--- src/sv/ssa_pkg.sv ---
// ----------------------------------------------------------------------------
// ssa_pkg
// Shared types and constants for the state slot allocator: pool size, index
// and count widths, result status codes, and the free queue control words.
// ----------------------------------------------------------------------------
`timescale 1ns / 1ps
`default_nettype none

package ssa_pkg;

    // Pool geometry
    localparam int POOL_SIZE = 64;
    localparam int SLOT_W    = 6;
    localparam int CNT_W     = 7;

    // Request operation codes
    localparam logic OP_ALLOC   = 1'b0;
    localparam logic OP_RELEASE = 1'b1;

    // Result status codes
    typedef enum logic [2:0] {
        ST_OK      = 3'd0,
        ST_EMPTY   = 3'd1,
        ST_HOLDS   = 3'd2,
        ST_UNUSED  = 3'd3,
        ST_NOTHING = 3'd4
    } status_t;

    // Commands into the free queue
    typedef struct packed {
        logic              pop;
        logic              push;
        logic [SLOT_W-1:0] push_slot;
    } fq_cmd_t;

    // Status out of the free queue
    typedef struct packed {
        logic [SLOT_W-1:0] head_slot;
        logic [CNT_W-1:0]  count;
    } fq_stat_t;

    // Advance a circular queue index, wrapping at the end of the pool
    function automatic logic [SLOT_W-1:0] next_idx(input logic [SLOT_W-1:0] idx);
        logic [SLOT_W-1:0] res;
        if (idx == SLOT_W'(POOL_SIZE - 1))
            res = '0;
        else
            res = idx + SLOT_W'(1);
        return res;
    endfunction

endpackage

`default_nettype wire

--- src/sv/ssa_free_queue.sv ---
// ----------------------------------------------------------------------------
// ssa_free_queue
// Circular free list of slot numbers held in a synchronous memory. Entries
// that were never written read back as their own index, tracked by the tail
// position and a wrap mark instead of a clearing pass.
// ----------------------------------------------------------------------------
`timescale 1ns / 1ps
`default_nettype none

module ssa_free_queue
    import ssa_pkg::*;
(
    input  wire logic     clk,
    input  wire logic     rst_n,
    input  wire fq_cmd_t  cmd,
    output fq_stat_t      stat
);

    logic [SLOT_W-1:0] mem [POOL_SIZE];

    logic [SLOT_W-1:0] head_reg;
    logic [SLOT_W-1:0] head_next;
    logic [SLOT_W-1:0] tail_reg;
    logic [SLOT_W-1:0] tail_next;
    logic [CNT_W-1:0]  count_reg;
    logic [CNT_W-1:0]  count_next;
    logic              wrapped_reg;
    logic              wrapped_next;

    logic [SLOT_W-1:0] rd_data_reg;
    logic [SLOT_W-1:0] rd_idx_reg;
    logic              rd_written_reg;
    logic              head_written;

    // An index holds written data once the tail has passed it
    assign head_written = wrapped_reg || (head_reg < tail_reg);

    // Advance head, tail and count on pop and push
    always_comb
    begin
        head_next    = head_reg;
        tail_next    = tail_reg;
        count_next   = count_reg;
        wrapped_next = wrapped_reg;
        if (cmd.pop)
        begin
            head_next  = next_idx(head_reg);
            count_next = count_reg - CNT_W'(1);
        end
        if (cmd.push)
        begin
            tail_next = next_idx(tail_reg);
            if (tail_reg == SLOT_W'(POOL_SIZE - 1))
                wrapped_next = 1'b1;
            if (count_reg < CNT_W'(POOL_SIZE))
                count_next = count_reg + CNT_W'(1);
        end
    end

    always_ff @(posedge clk or negedge rst_n)
    begin
        if (!rst_n)
        begin
            head_reg    <= '0;
            tail_reg    <= '0;
            count_reg   <= CNT_W'(POOL_SIZE);
            wrapped_reg <= 1'b0;
        end
        else
        begin
            head_reg    <= head_next;
            tail_reg    <= tail_next;
            count_reg   <= count_next;
            wrapped_reg <= wrapped_next;
        end
    end

    // Write released slots at the tail
    always_ff @(posedge clk)
    begin
        if (cmd.push)
            mem[tail_reg] <= cmd.push_slot;
    end

    // Read the head entry every cycle
    always_ff @(posedge clk)
    begin
        rd_data_reg    <= mem[head_reg];
        rd_idx_reg     <= head_reg;
        rd_written_reg <= head_written;
    end

    assign stat.head_slot = rd_written_reg ? rd_data_reg : rd_idx_reg;
    assign stat.count     = count_reg;

endmodule

`default_nettype wire

--- src/sv/state_slot_allocator.sv ---
// ----------------------------------------------------------------------------
// state_slot_allocator
// FIFO free-list allocator over a fixed pool of state slots.
// ----------------------------------------------------------------------------
// Each request is accepted and then decided: on the accept edge the queue
// head and the in-use bit of the named slot are read from their memories,
// and on the commit edge the request is decided, both memories are written
// back and the result word is loaded into the output register. The block
// returns to idle after each commit and takes a new request only there, so
// it cannot take a request before the previous one commits; a stalled
// result holds the pending request in its decide state. No clearing pass
// follows reset: the block takes requests as soon as reset is released.
// ----------------------------------------------------------------------------
`timescale 1ns / 1ps
`default_nettype none

module state_slot_allocator
    import ssa_pkg::*;
(
    input  wire logic              clk,
    input  wire logic              rst_n,

    input  wire logic              req_valid,
    output logic                   req_stall,
    input  wire logic              operation,
    input  wire logic [SLOT_W-1:0] slot_number,
    input  wire logic              holds_slot,

    output logic                   rsp_valid,
    input  wire logic              rsp_stall,
    output logic [SLOT_W-1:0]      granted_slot,
    output logic [2:0]             status,
    output logic                   more_available
);

    typedef enum logic [1:0] {
        S_IDLE = 2'b01,
        S_EXEC = 2'b10
    } state_t;

    state_t            state_reg;
    state_t            state_next;

    logic              op_reg;
    logic [SLOT_W-1:0] slot_reg;
    logic              holds_reg;

    logic              rsp_valid_reg;
    logic              rsp_valid_next;
    logic [SLOT_W-1:0] granted_reg;
    status_t           status_reg;
    logic              more_reg;

    logic              accept;
    logic              commit;

    fq_cmd_t           fq_cmd;
    fq_stat_t          fq_stat;

    // In-use map: memory plus one valid bit per entry
    logic              iu_mem [POOL_SIZE];
    logic [POOL_SIZE-1:0] iu_valid_reg;
    logic [SLOT_W-1:0] iu_rd_addr;
    logic              iu_rd_data_reg;
    logic              iu_rd_valid_reg;
    logic              in_use;
    logic              iu_we;
    logic [SLOT_W-1:0] iu_wr_addr;
    logic              iu_wr_data;

    // Decision results
    status_t           dec_status;
    logic [SLOT_W-1:0] dec_granted;
    logic              dec_more;

    assign accept    = (state_reg == S_IDLE) && req_valid;
    assign commit    = (state_reg == S_EXEC) && (!rsp_valid_reg || !rsp_stall);
    assign req_stall = (state_reg != S_IDLE);

    // Hold the request while it is decided
    always_ff @(posedge clk)
    begin
        if (accept)
        begin
            op_reg    <= operation;
            slot_reg  <= slot_number;
            holds_reg <= holds_slot;
        end
    end

    // Sequence accept and decide
    always_comb
    begin
        state_next = state_reg;
        case (state_reg)
            S_IDLE:
            begin
                if (req_valid)
                    state_next = S_EXEC;
            end
            S_EXEC:
            begin
                if (commit)
                    state_next = S_IDLE;
            end
            default:
            begin
                state_next = S_IDLE;
            end
        endcase
    end

    always_ff @(posedge clk or negedge rst_n)
    begin
        if (!rst_n)
            state_reg <= S_IDLE;
        else
            state_reg <= state_next;
    end

    // Read the in-use bit at the incoming slot, then keep re-reading it
    assign iu_rd_addr = (state_reg == S_IDLE) ? slot_number : slot_reg;
    assign in_use     = iu_rd_valid_reg && iu_rd_data_reg;

    always_ff @(posedge clk)
    begin
        iu_rd_data_reg <= iu_mem[iu_rd_addr];
    end

    always_ff @(posedge clk or negedge rst_n)
    begin
        if (!rst_n)
            iu_rd_valid_reg <= 1'b0;
        else
            iu_rd_valid_reg <= iu_valid_reg[iu_rd_addr];
    end

    // Decide the request
    always_comb
    begin
        dec_status    = ST_OK;
        dec_granted   = '0;
        fq_cmd.pop    = 1'b0;
        fq_cmd.push   = 1'b0;
        fq_cmd.push_slot = slot_reg;
        iu_we         = 1'b0;
        iu_wr_addr    = slot_reg;
        iu_wr_data    = 1'b0;
        dec_more      = (fq_stat.count != '0);
        if (op_reg == OP_ALLOC)
        begin
            if (holds_reg)
                dec_status = ST_HOLDS;
            else if (fq_stat.count == '0)
                dec_status = ST_EMPTY;
            else
            begin
                dec_granted = fq_stat.head_slot;
                fq_cmd.pop  = commit;
                iu_we       = commit;
                iu_wr_addr  = fq_stat.head_slot;
                iu_wr_data  = 1'b1;
                dec_more    = (fq_stat.count != CNT_W'(1));
            end
        end
        else
        begin
            if (!holds_reg)
                dec_status = ST_NOTHING;
            else if (!in_use)
                dec_status = ST_UNUSED;
            else
            begin
                fq_cmd.push = commit;
                iu_we       = commit;
                iu_wr_data  = 1'b0;
                dec_more    = 1'b1;
            end
        end
    end

    // Write back the in-use map
    always_ff @(posedge clk)
    begin
        if (iu_we)
            iu_mem[iu_wr_addr] <= iu_wr_data;
    end

    always_ff @(posedge clk or negedge rst_n)
    begin
        if (!rst_n)
            iu_valid_reg <= '0;
        else if (iu_we)
            iu_valid_reg[iu_wr_addr] <= 1'b1;
    end

    ssa_free_queue u_free_queue
    (
        .clk   (clk),
        .rst_n (rst_n),
        .cmd   (fq_cmd),
        .stat  (fq_stat)
    );

    // Load the result word; drop it once taken
    always_comb
    begin
        rsp_valid_next = rsp_valid_reg;
        if (rsp_valid_reg && !rsp_stall)
            rsp_valid_next = 1'b0;
        if (commit)
            rsp_valid_next = 1'b1;
    end

    always_ff @(posedge clk or negedge rst_n)
    begin
        if (!rst_n)
            rsp_valid_reg <= 1'b0;
        else
            rsp_valid_reg <= rsp_valid_next;
    end

    always_ff @(posedge clk)
    begin
        if (commit)
        begin
            granted_reg <= dec_granted;
            status_reg  <= dec_status;
            more_reg    <= dec_more;
        end
    end

    assign rsp_valid      = rsp_valid_reg;
    assign granted_slot   = granted_reg;
    assign status         = status_reg;
    assign more_available = more_reg;

endmodule

`default_nettype wire
--- config.mk ---
export PLATFORM = sky130hd
export DESIGN_NAME = state_slot_allocator
export DESIGN_NICKNAME = d
export VERILOG_FILES = /design/src/sv/ssa_pkg.sv /design/src/sv/ssa_free_queue.sv /design/src/sv/state_slot_allocator.sv
export SDC_FILE = /design/constraint.sdc
export NUM_CORES = 1
export LEC_CHECK = 0
export ABC_AREA = 1
export BUFFER_PORTS_ARGS = -buffer_cell sky130_fd_sc_hd__buf_4
export CORE_ASPECT_RATIO = 1.2
export CORE_MARGIN = 10
export CORE_UTILIZATION = 63
export CTS_CLUSTER_SIZE = 40
export DETAILED_ROUTE_END_ITERATION = 7
export PLACE_DENSITY = 0.79
export SYNTH_ARGS = -nofsm -noshare
export SYNTH_HDL_FRONTEND = slang
export SYNTH_SLANG_ARGS = --single-unit
--- constraint.sdc ---
create_clock -name clk -period 3.3 [get_ports clk]
set_input_delay 0.165 -clock clk [delete_from_list [all_inputs] [get_ports clk]]
set_output_delay 0.165 -clock clk [all_outputs]
set_load 0.01 [all_outputs]
==> flow_metrics.tcl, run 1 <==
set metrics [dict create \
    status "finished clean" \
    clkTransAtPathRegs_ps 70 \
    place_area_mm2 0.0245 \
    post-route-min-period_ps 2890 \
    netlist_area_mm2 0.0239 \
    p_per_area_mw_per_mm2 713 \
    multi_input_area_mm2 0.00615 \
    regArea_mm2 0.0165 \
    fmax_ghz 0.346 \
    cts_setup_buffers 0 \
    grt_max_degree 196 \
    area_growth_pct 10.3 \
    p_leak_nw 9.77 \
    drive_gt1_share_pct 8.56 \
    drt_iter0_drc 2015 \
    largest_reg_flops 384 \
    die_x_um 198 \
    worst_hold_path_type "in2reg" \
    initial_utilization_pct 63.4 \
    antenna_found_initial 0 \
    finalWirelength_um 59000 \
    yosysUniqueCellTypes 41 \
    cts_tree "built" \
    cap_violations 0 \
    setup_viol 0 \
    dieArea_mm2 0.0461 \
    crit_path_max_fanout 20 \
    rows 78 \
    ios 24 \
    clock_skew_ps 12.6 \
    finalPower_mw 18.8 \
    cts_made_buffers 54 \
    cts-root-buf "clkbuf_16" \
    htree_levels 2 \
    fin_util_pct 69.9 \
    synth_fa_ha_area_share_pct 0.576 \
    grt_pass1_vias 16400 \
    synth_top_family_by_area "simple AND/OR/NAND/NOR gates" \
    tightest_slew_ps 1070 \
    grt.total_usage_pct 25.5 \
    end_kind "register" \
    yosysWarnings 0 \
    gp_routability_congestion 0.920 \
    worst-setup-path-type "reg2reg" \
    dp_hpwl_um 35100 \
    routed_via_density 6.17 \
    port_buffers 23 \
    final.fill_count 2616 \
    fin_setup_tns_ps 0 \
    synth_top_area_cell "edfxtp_1" \
    clk-insertion-delay-late_ps 580 \
    clockBufferDepth 3 \
    synth_cells 2173 \
    ir_worst_vdd_uv 539 \
    antenna_cells 0 \
    synthMuxAreaShare_pct 0.0419 \
    drtAntennaViolNets 0 \
    synthXorXnorAreaFrac_pct 0.330 \
    synth_area_leaders "edfxtp_1 59%, dfrtp_1 9.0%, nor2_1 5.8%, o21ai_0 5.1%, nand3_1 4.3%" \
    synthSimpleGateAreaFrac_pct 15.1 \
    vias 16700 \
    seq_area_frac_synth_pct 69.0 \
    syn_nets 2196 \
    avgRoutedWirePerCell_um 21.8 \
    cp_data_arrival_time_ps 3310 \
    slew_violations 0 \
    drt_first_pass_iters 6 \
    rsz0062_at_grt "no" \
    ys_ff_latch 568 \
    fin_nets 2211 \
    hold_viol_final 0 \
    cts_sinks 568 \
    worstSetupStartpointType "register" \
    critPathRequiredTime_ps 3720 \
    overflow 0 \
    avgSynthCellArea_um2 11.0 \
    finalCritPeriodShare_pct 87.5 \
    drc 0 \
    synth_top_area_share_pct 58.6 \
    slew-limit-headroom_pct 28.2 \
    die_h_um 233 \
    coreArea_mm2 0.0377 \
    grt_pass1_wl_um 90900 \
    fin_area_mm2 0.0263 \
    synth_compound_area_share_pct 9.63 \
]
==> power breakdown <==
part,switching (mW),leakage (nW),internal [mW],total (mW)
clock,2.58,0.842,3.47,6.04
sequential,0.125,5.13,7.97,8.09
combinational,3.32,3.79,1.31,4.63
total,6.02,9.77,12.7,18.8
==> layout make-up <==
type | count | area share, %
tap | 480 | 2.28
inverter | 195 | 2.80
multi-input combinational | 1295 | 23.3
clock inverter | 29 | 1.06
sequential | 568 | 62.6
clock buffer | 70 | 5.47
timing repair buffer | 74 | 2.44
==> per-layer routing <==
| layer | share of wire [%] | up-vias | global-route usage (%) |
|---|---|---|---|
| met4 | 5.2 | 0 | 12.9 |
| met3 | 8.3 | 201 | 4.55 |
| met1 | 36 | 8040 | 30.6 |
| met2 | 50 | 946 | 43.7 |
| met5 | 0 | - | 0 |
| li1 | - | 7553 | - |
==> kinds of logic after synthesis <==
group / Yosys count
xor+xnor: 9
fa+ha+maj: 11
compound gates: 405
mux: 1
buf+inv: 310
flops: 568
simple gates: 869
==> per-stage QoR <==
stage	setup WS (ps)	hold WS, ps	instances
after global routing	203	134	2711
after global placement	492	354	2602
after floorplan	990	-131	2173
final	412	138	2711
after CTS	437	132	2711
after detailed placement	456	351	2602
==> cells in the final DEF, fill, tap and decap left out, types with 2 or more instances in the layout <==
cell type      instances
a21oi_1               21
buf_12                 5
buf_4                 59
bufinv_16              5
clkbuf_1              13
clkbuf_16             54
clkbuf_8               3
clkinv_1              11
clkinv_2              13
clkinvlp_4             3
dfrtp_1               84
dfrtp_4                2
dfstp_2                2
dfxtp_1               14
dlygate4sd3_1         10
edfxtp_1             466
ha_1                  11
inv_1                182
inv_2                  7
inv_4                  2
nand2_1              253
nand2_2               11
nand3_1              207
nand4_1                6
nor2_1               370
nor2_2                 6
nor3_1                 9
o211ai_1              41
o21ai_0              243
o21ai_1               22
o21ai_2               11
o221ai_1               9
o22ai_1               51
o31ai_1                2
or2_2                  3
xor2_1                 9
==> path summary, 6_finish.rpt <==
kind,start,end,slack (ps),cells after the start
hold reg to reg,iu_valid_reg[44],iu_valid_reg[44],460,2
min in group asynchronous,rst_n,iu_rd_valid_reg,270,2
max in group asynchronous,rst_n,u_free_queue.count_reg[6],2240,3
setup reg to reg,state_reg[0],iu_rd_valid_reg,410,10
hold / removal,req_valid,slot_reg[5],140,3
setup / recovery,state_reg[0],iu_rd_valid_reg,410,10
==> worst max-delay path, cell delays in order, from the launching register on <==
cell and delay, ps:
dfstp_2 570, nand2_1 340, nand2_1 180, nand2_1 490
buf_4 410, nand3_1 100, nand3_1 140, nand3_1 130
nand3_1 80, nand3_1 120, nand2_1 160
==> Yosys cell counts, drive strengths merged <==
master  count
edfxtp    466
nor2      376
o21ai     277
nand2     265
nand3     208
inv       191
dfrtp      86
clkbuf     62
buf        53
o22ai      51
o211ai     41
a21oi      22
dfxtp      14
ha         11
nor3        9
o221ai      9
xor2        9
nand4       6
clkinv      4
or2         3
dfstp       2
o31ai       2
a21o        1
a31oi       1
mux2i       1
nand2b      1
nor4        1
o32ai       1
==> timing repair <==
action / 4_1_cts / 5_1_grt
endpoints found under the hold margin: 80 / 0
hold buffers: 10 / 0
resized for setup: 0 / 0
No activity file was read; power rests on OpenSTA's default activity.
==> run 2: changes to the inputs <==
Settings changed: ABC_AREA 1 to default, CTS_CLUSTER_DIAMETER from default to 200, REMOVE_ABC_BUFFERS from default to 1.
==> run 2 against run 1 <==
Against the previous run: utilization decreased by 1.5 points; maximum frequency fell by 8.7%; critical path type unchanged; first-iteration DRC count fell by 40%; highest routed layer unchanged.
==> flow_metrics.tcl, run 2 <==
set metrics [dict create \
    status "finished clean" \
    clockBufferDepth 3 \
    grt_use_met2_pct 39.0 \
    synth_cells 1372 \
    worstSetupStartpointType "register" \
    setup_ws_ps 137 \
    critPathRequiredTime_ps 3510 \
    slew_violations 0 \
    r2r-end "u_free_queue.mem[37][0]" \
    finalWirelength_um 51100 \
    rsz0062_at_grt "no" \
    vias 12600 \
    netlist_area_mm2 0.0235 \
    hold_viol_final 0 \
    final_common_cell "edfxtp_1" \
    post-route-min-period_ps 3160 \
    cts-root-buf "clkbuf_16" \
    cp_cell_sequence "nand2b_1 > nand2b_1 > nor2_1 > buf_4 > nand3_1 > nor2_1" \
    stdcell_count 1916 \
    routed_via_density 6.58 \
    gp_routability_congestion 0.898 \
    grt_pass1_vias 12700 \
    ir_worst_vdd_uv 601 \
    pre_cts_ws_ps 220 \
    dieArea_mm2 0.0455 \
    drt_iter0_drc 1219 \
    synthFlopType "edfxtp_1" \
    clkTransAtPathRegs_ps 140 \
    largest_reg_flops 384 \
    synth_commonest_cells "466 x edfxtp_1, 132 x nor2_1, 120 x mux4_2" \
    grt_busiest_layer "met2" \
    cpMaxStageDelayCell "nor2_1" \
    worst_hold_path_type "in2async" \
    avgSynthCellArea_um2 17.2 \
    clk-insertion-delay-late_ps 580 \
    seq_area_frac_synth_pct 70.0 \
    synth_edf_count 466 \
    die_h_um 232 \
    cp_data_arrival_time_ps 3370 \
    setup_viol 0 \
    reg2reg_from "state_reg[1]" \
    coreArea_mm2 0.0369 \
    max_stage_delay_ps 750 \
    rows 77 \
    r2r_slack_ps 140 \
    p_per_area_mw_per_mm2 582 \
    yosysUniqueCellTypes 67 \
    cts_made_buffers 18 \
    ios 24 \
    cts_tree "built" \
    initial_utilization_pct 63.8 \
    crit_family "simple AND/OR/NAND/NOR gates" \
    clock_skew_ps 52.3 \
    htree_levels 1 \
    grt_pass1_wl_um 77900 \
    drt_first_pass_iters 6 \
    drtAntennaViolNets 0 \
    avgRoutedWirePerCell_um 26.7 \
    worst-setup-path-type "reg2reg" \
    cts_sinks 568 \
    grt_use_met1_pct 29.2 \
    cts_setup_buffers 0 \
    synth_area_leaders "edfxtp_1 59%, mux4_2 11%, dfrtp_1 9.1%, mux2i_1 2.4%, nor2_1 2.1%" \
    grt_max_degree 69 \
    die_x_um 196 \
    synth_top_area_share_pct 59.4 \
    end_kind "register" \
    final_cell_mix "466 x edfxtp_1, 132 x nor2_1, 120 x mux4_2, 90 x buf_4, 83 x dfrtp_1" \
    crit_path_max_fanout 8 \
    antenna_found_initial 0 \
    grt.total_usage_pct 22.4 \
    fin_nets 1453 \
    path_buf_inv 1 \
    synth.most_common_cell "edfxtp_1" \
    cap_violations 0 \
    slew-limit-headroom_pct 42.8 \
    drive_gt1_share_pct 21.9 \
    tightest_slew_ps 858 \
    synth_top_area_cell "edfxtp_1" \
    fin_setup_tns_ps 0 \
    met3_usage_pct 2.21 \
    r2r.worst_path.cells 6 \
    dp.cells 1874 \
    finalCritPeriodShare_pct 95.9 \
    ys_ff_latch 568 \
    yosysWarnings 0 \
    finalPower_mw 14.7 \
    port_buffers 23 \
    overflow 0 \
    area_growth_pct 7.20 \
    antenna_cells 0 \
    drc 0 \
    p_leak_nw 8.49 \
    dp_hpwl_um 34100 \
    synthArstFlopShare_pct 15.5 \
    fmax_ghz 0.316 \
]
==> run 2: cell types whose count changed after synthesis, sizes merged, moves of 17 or more <==
cell    before  now
clkbuf      62   30
nor2       376  167
nand3      208   29
mux4         0  120
a211oi       0   37
mux2i        1   60
o21ai      277   16
nand2      265   40
inv        191   34
buf         53   36
o22ai       51    9
or2          3   59
o211ai      41    0
==> run 2: power by group <==
part	total (mW)	internal (mW)	switching (mW)
registers	8.23	7.97	0.252
logic	3.32	1.63	1.70
clock network	3.13	1.12	2.01
total	14.7	10.7	3.96
==> run 2: metal layers <==
layer / routed length [µm] / up-vias
met3: 3230 / 97
li1: - / 5430
met5: 0 / -
met4: 1790 / 0
met1: 19300 / 6510
met2: 26800 / 574
==> run 2: cells by family after synthesis <==
kind of cell	after synthesis	share of synthesized area [%]
xor+xnor	10	0.372
compound gates	131	3.87
simple gates	355	8.26
flops	568	70.0
mux	196	15.0
fa+ha+maj	11	0.585
buf+inv	101	1.91
==> run 2: area by class of cell <==
class	count	area (µm²)
inverters	35	131
well taps	474	593
multi-input cells	703	6620
fillers	2381	11700
repair buffers	104	856
clock buffers	31	520
clock inverters	1	30.0
flip-flops and latches	568	16500
==> run 2: worst max path at each step <==
stage / startpoint / to / slack [ps] / cells after the start
CTS: state_reg[0] / iu_rd_valid_reg / 190 / 10
floorplan: u_free_queue.head_reg[0] / u_free_queue.rd_data_reg[1] / -2150 / 5
global placement: state_reg[0] / iu_rd_valid_reg / 270 / 8
finish: state_reg[1] / u_free_queue.mem[37][0] / 140 / 6
detailed placement: u_free_queue.count_reg[2] / iu_mem[14] / 220 / 5
global route: state_reg[0] / iu_rd_valid_reg / 90 / 10
==> run 2: repair_timing <==
action,in CTS,in global routing
gates resized for setup,0,2
setup endpoints to repair,0,1
hold buffers,10,0
hold endpoints to repair,58,0
==> run 2: per-stage QoR <==
step,instance area [µm²],util (%),hold slack [ps]
5_1_grt,25200,68.4,187
3_5_place_dp,24600,66.6,244
4_1_cts,25200,68.4,158
6_report,25200,68.4,154
2_1_floorplan,23200,-,-131
3_3_place_gp,24600,66.6,242
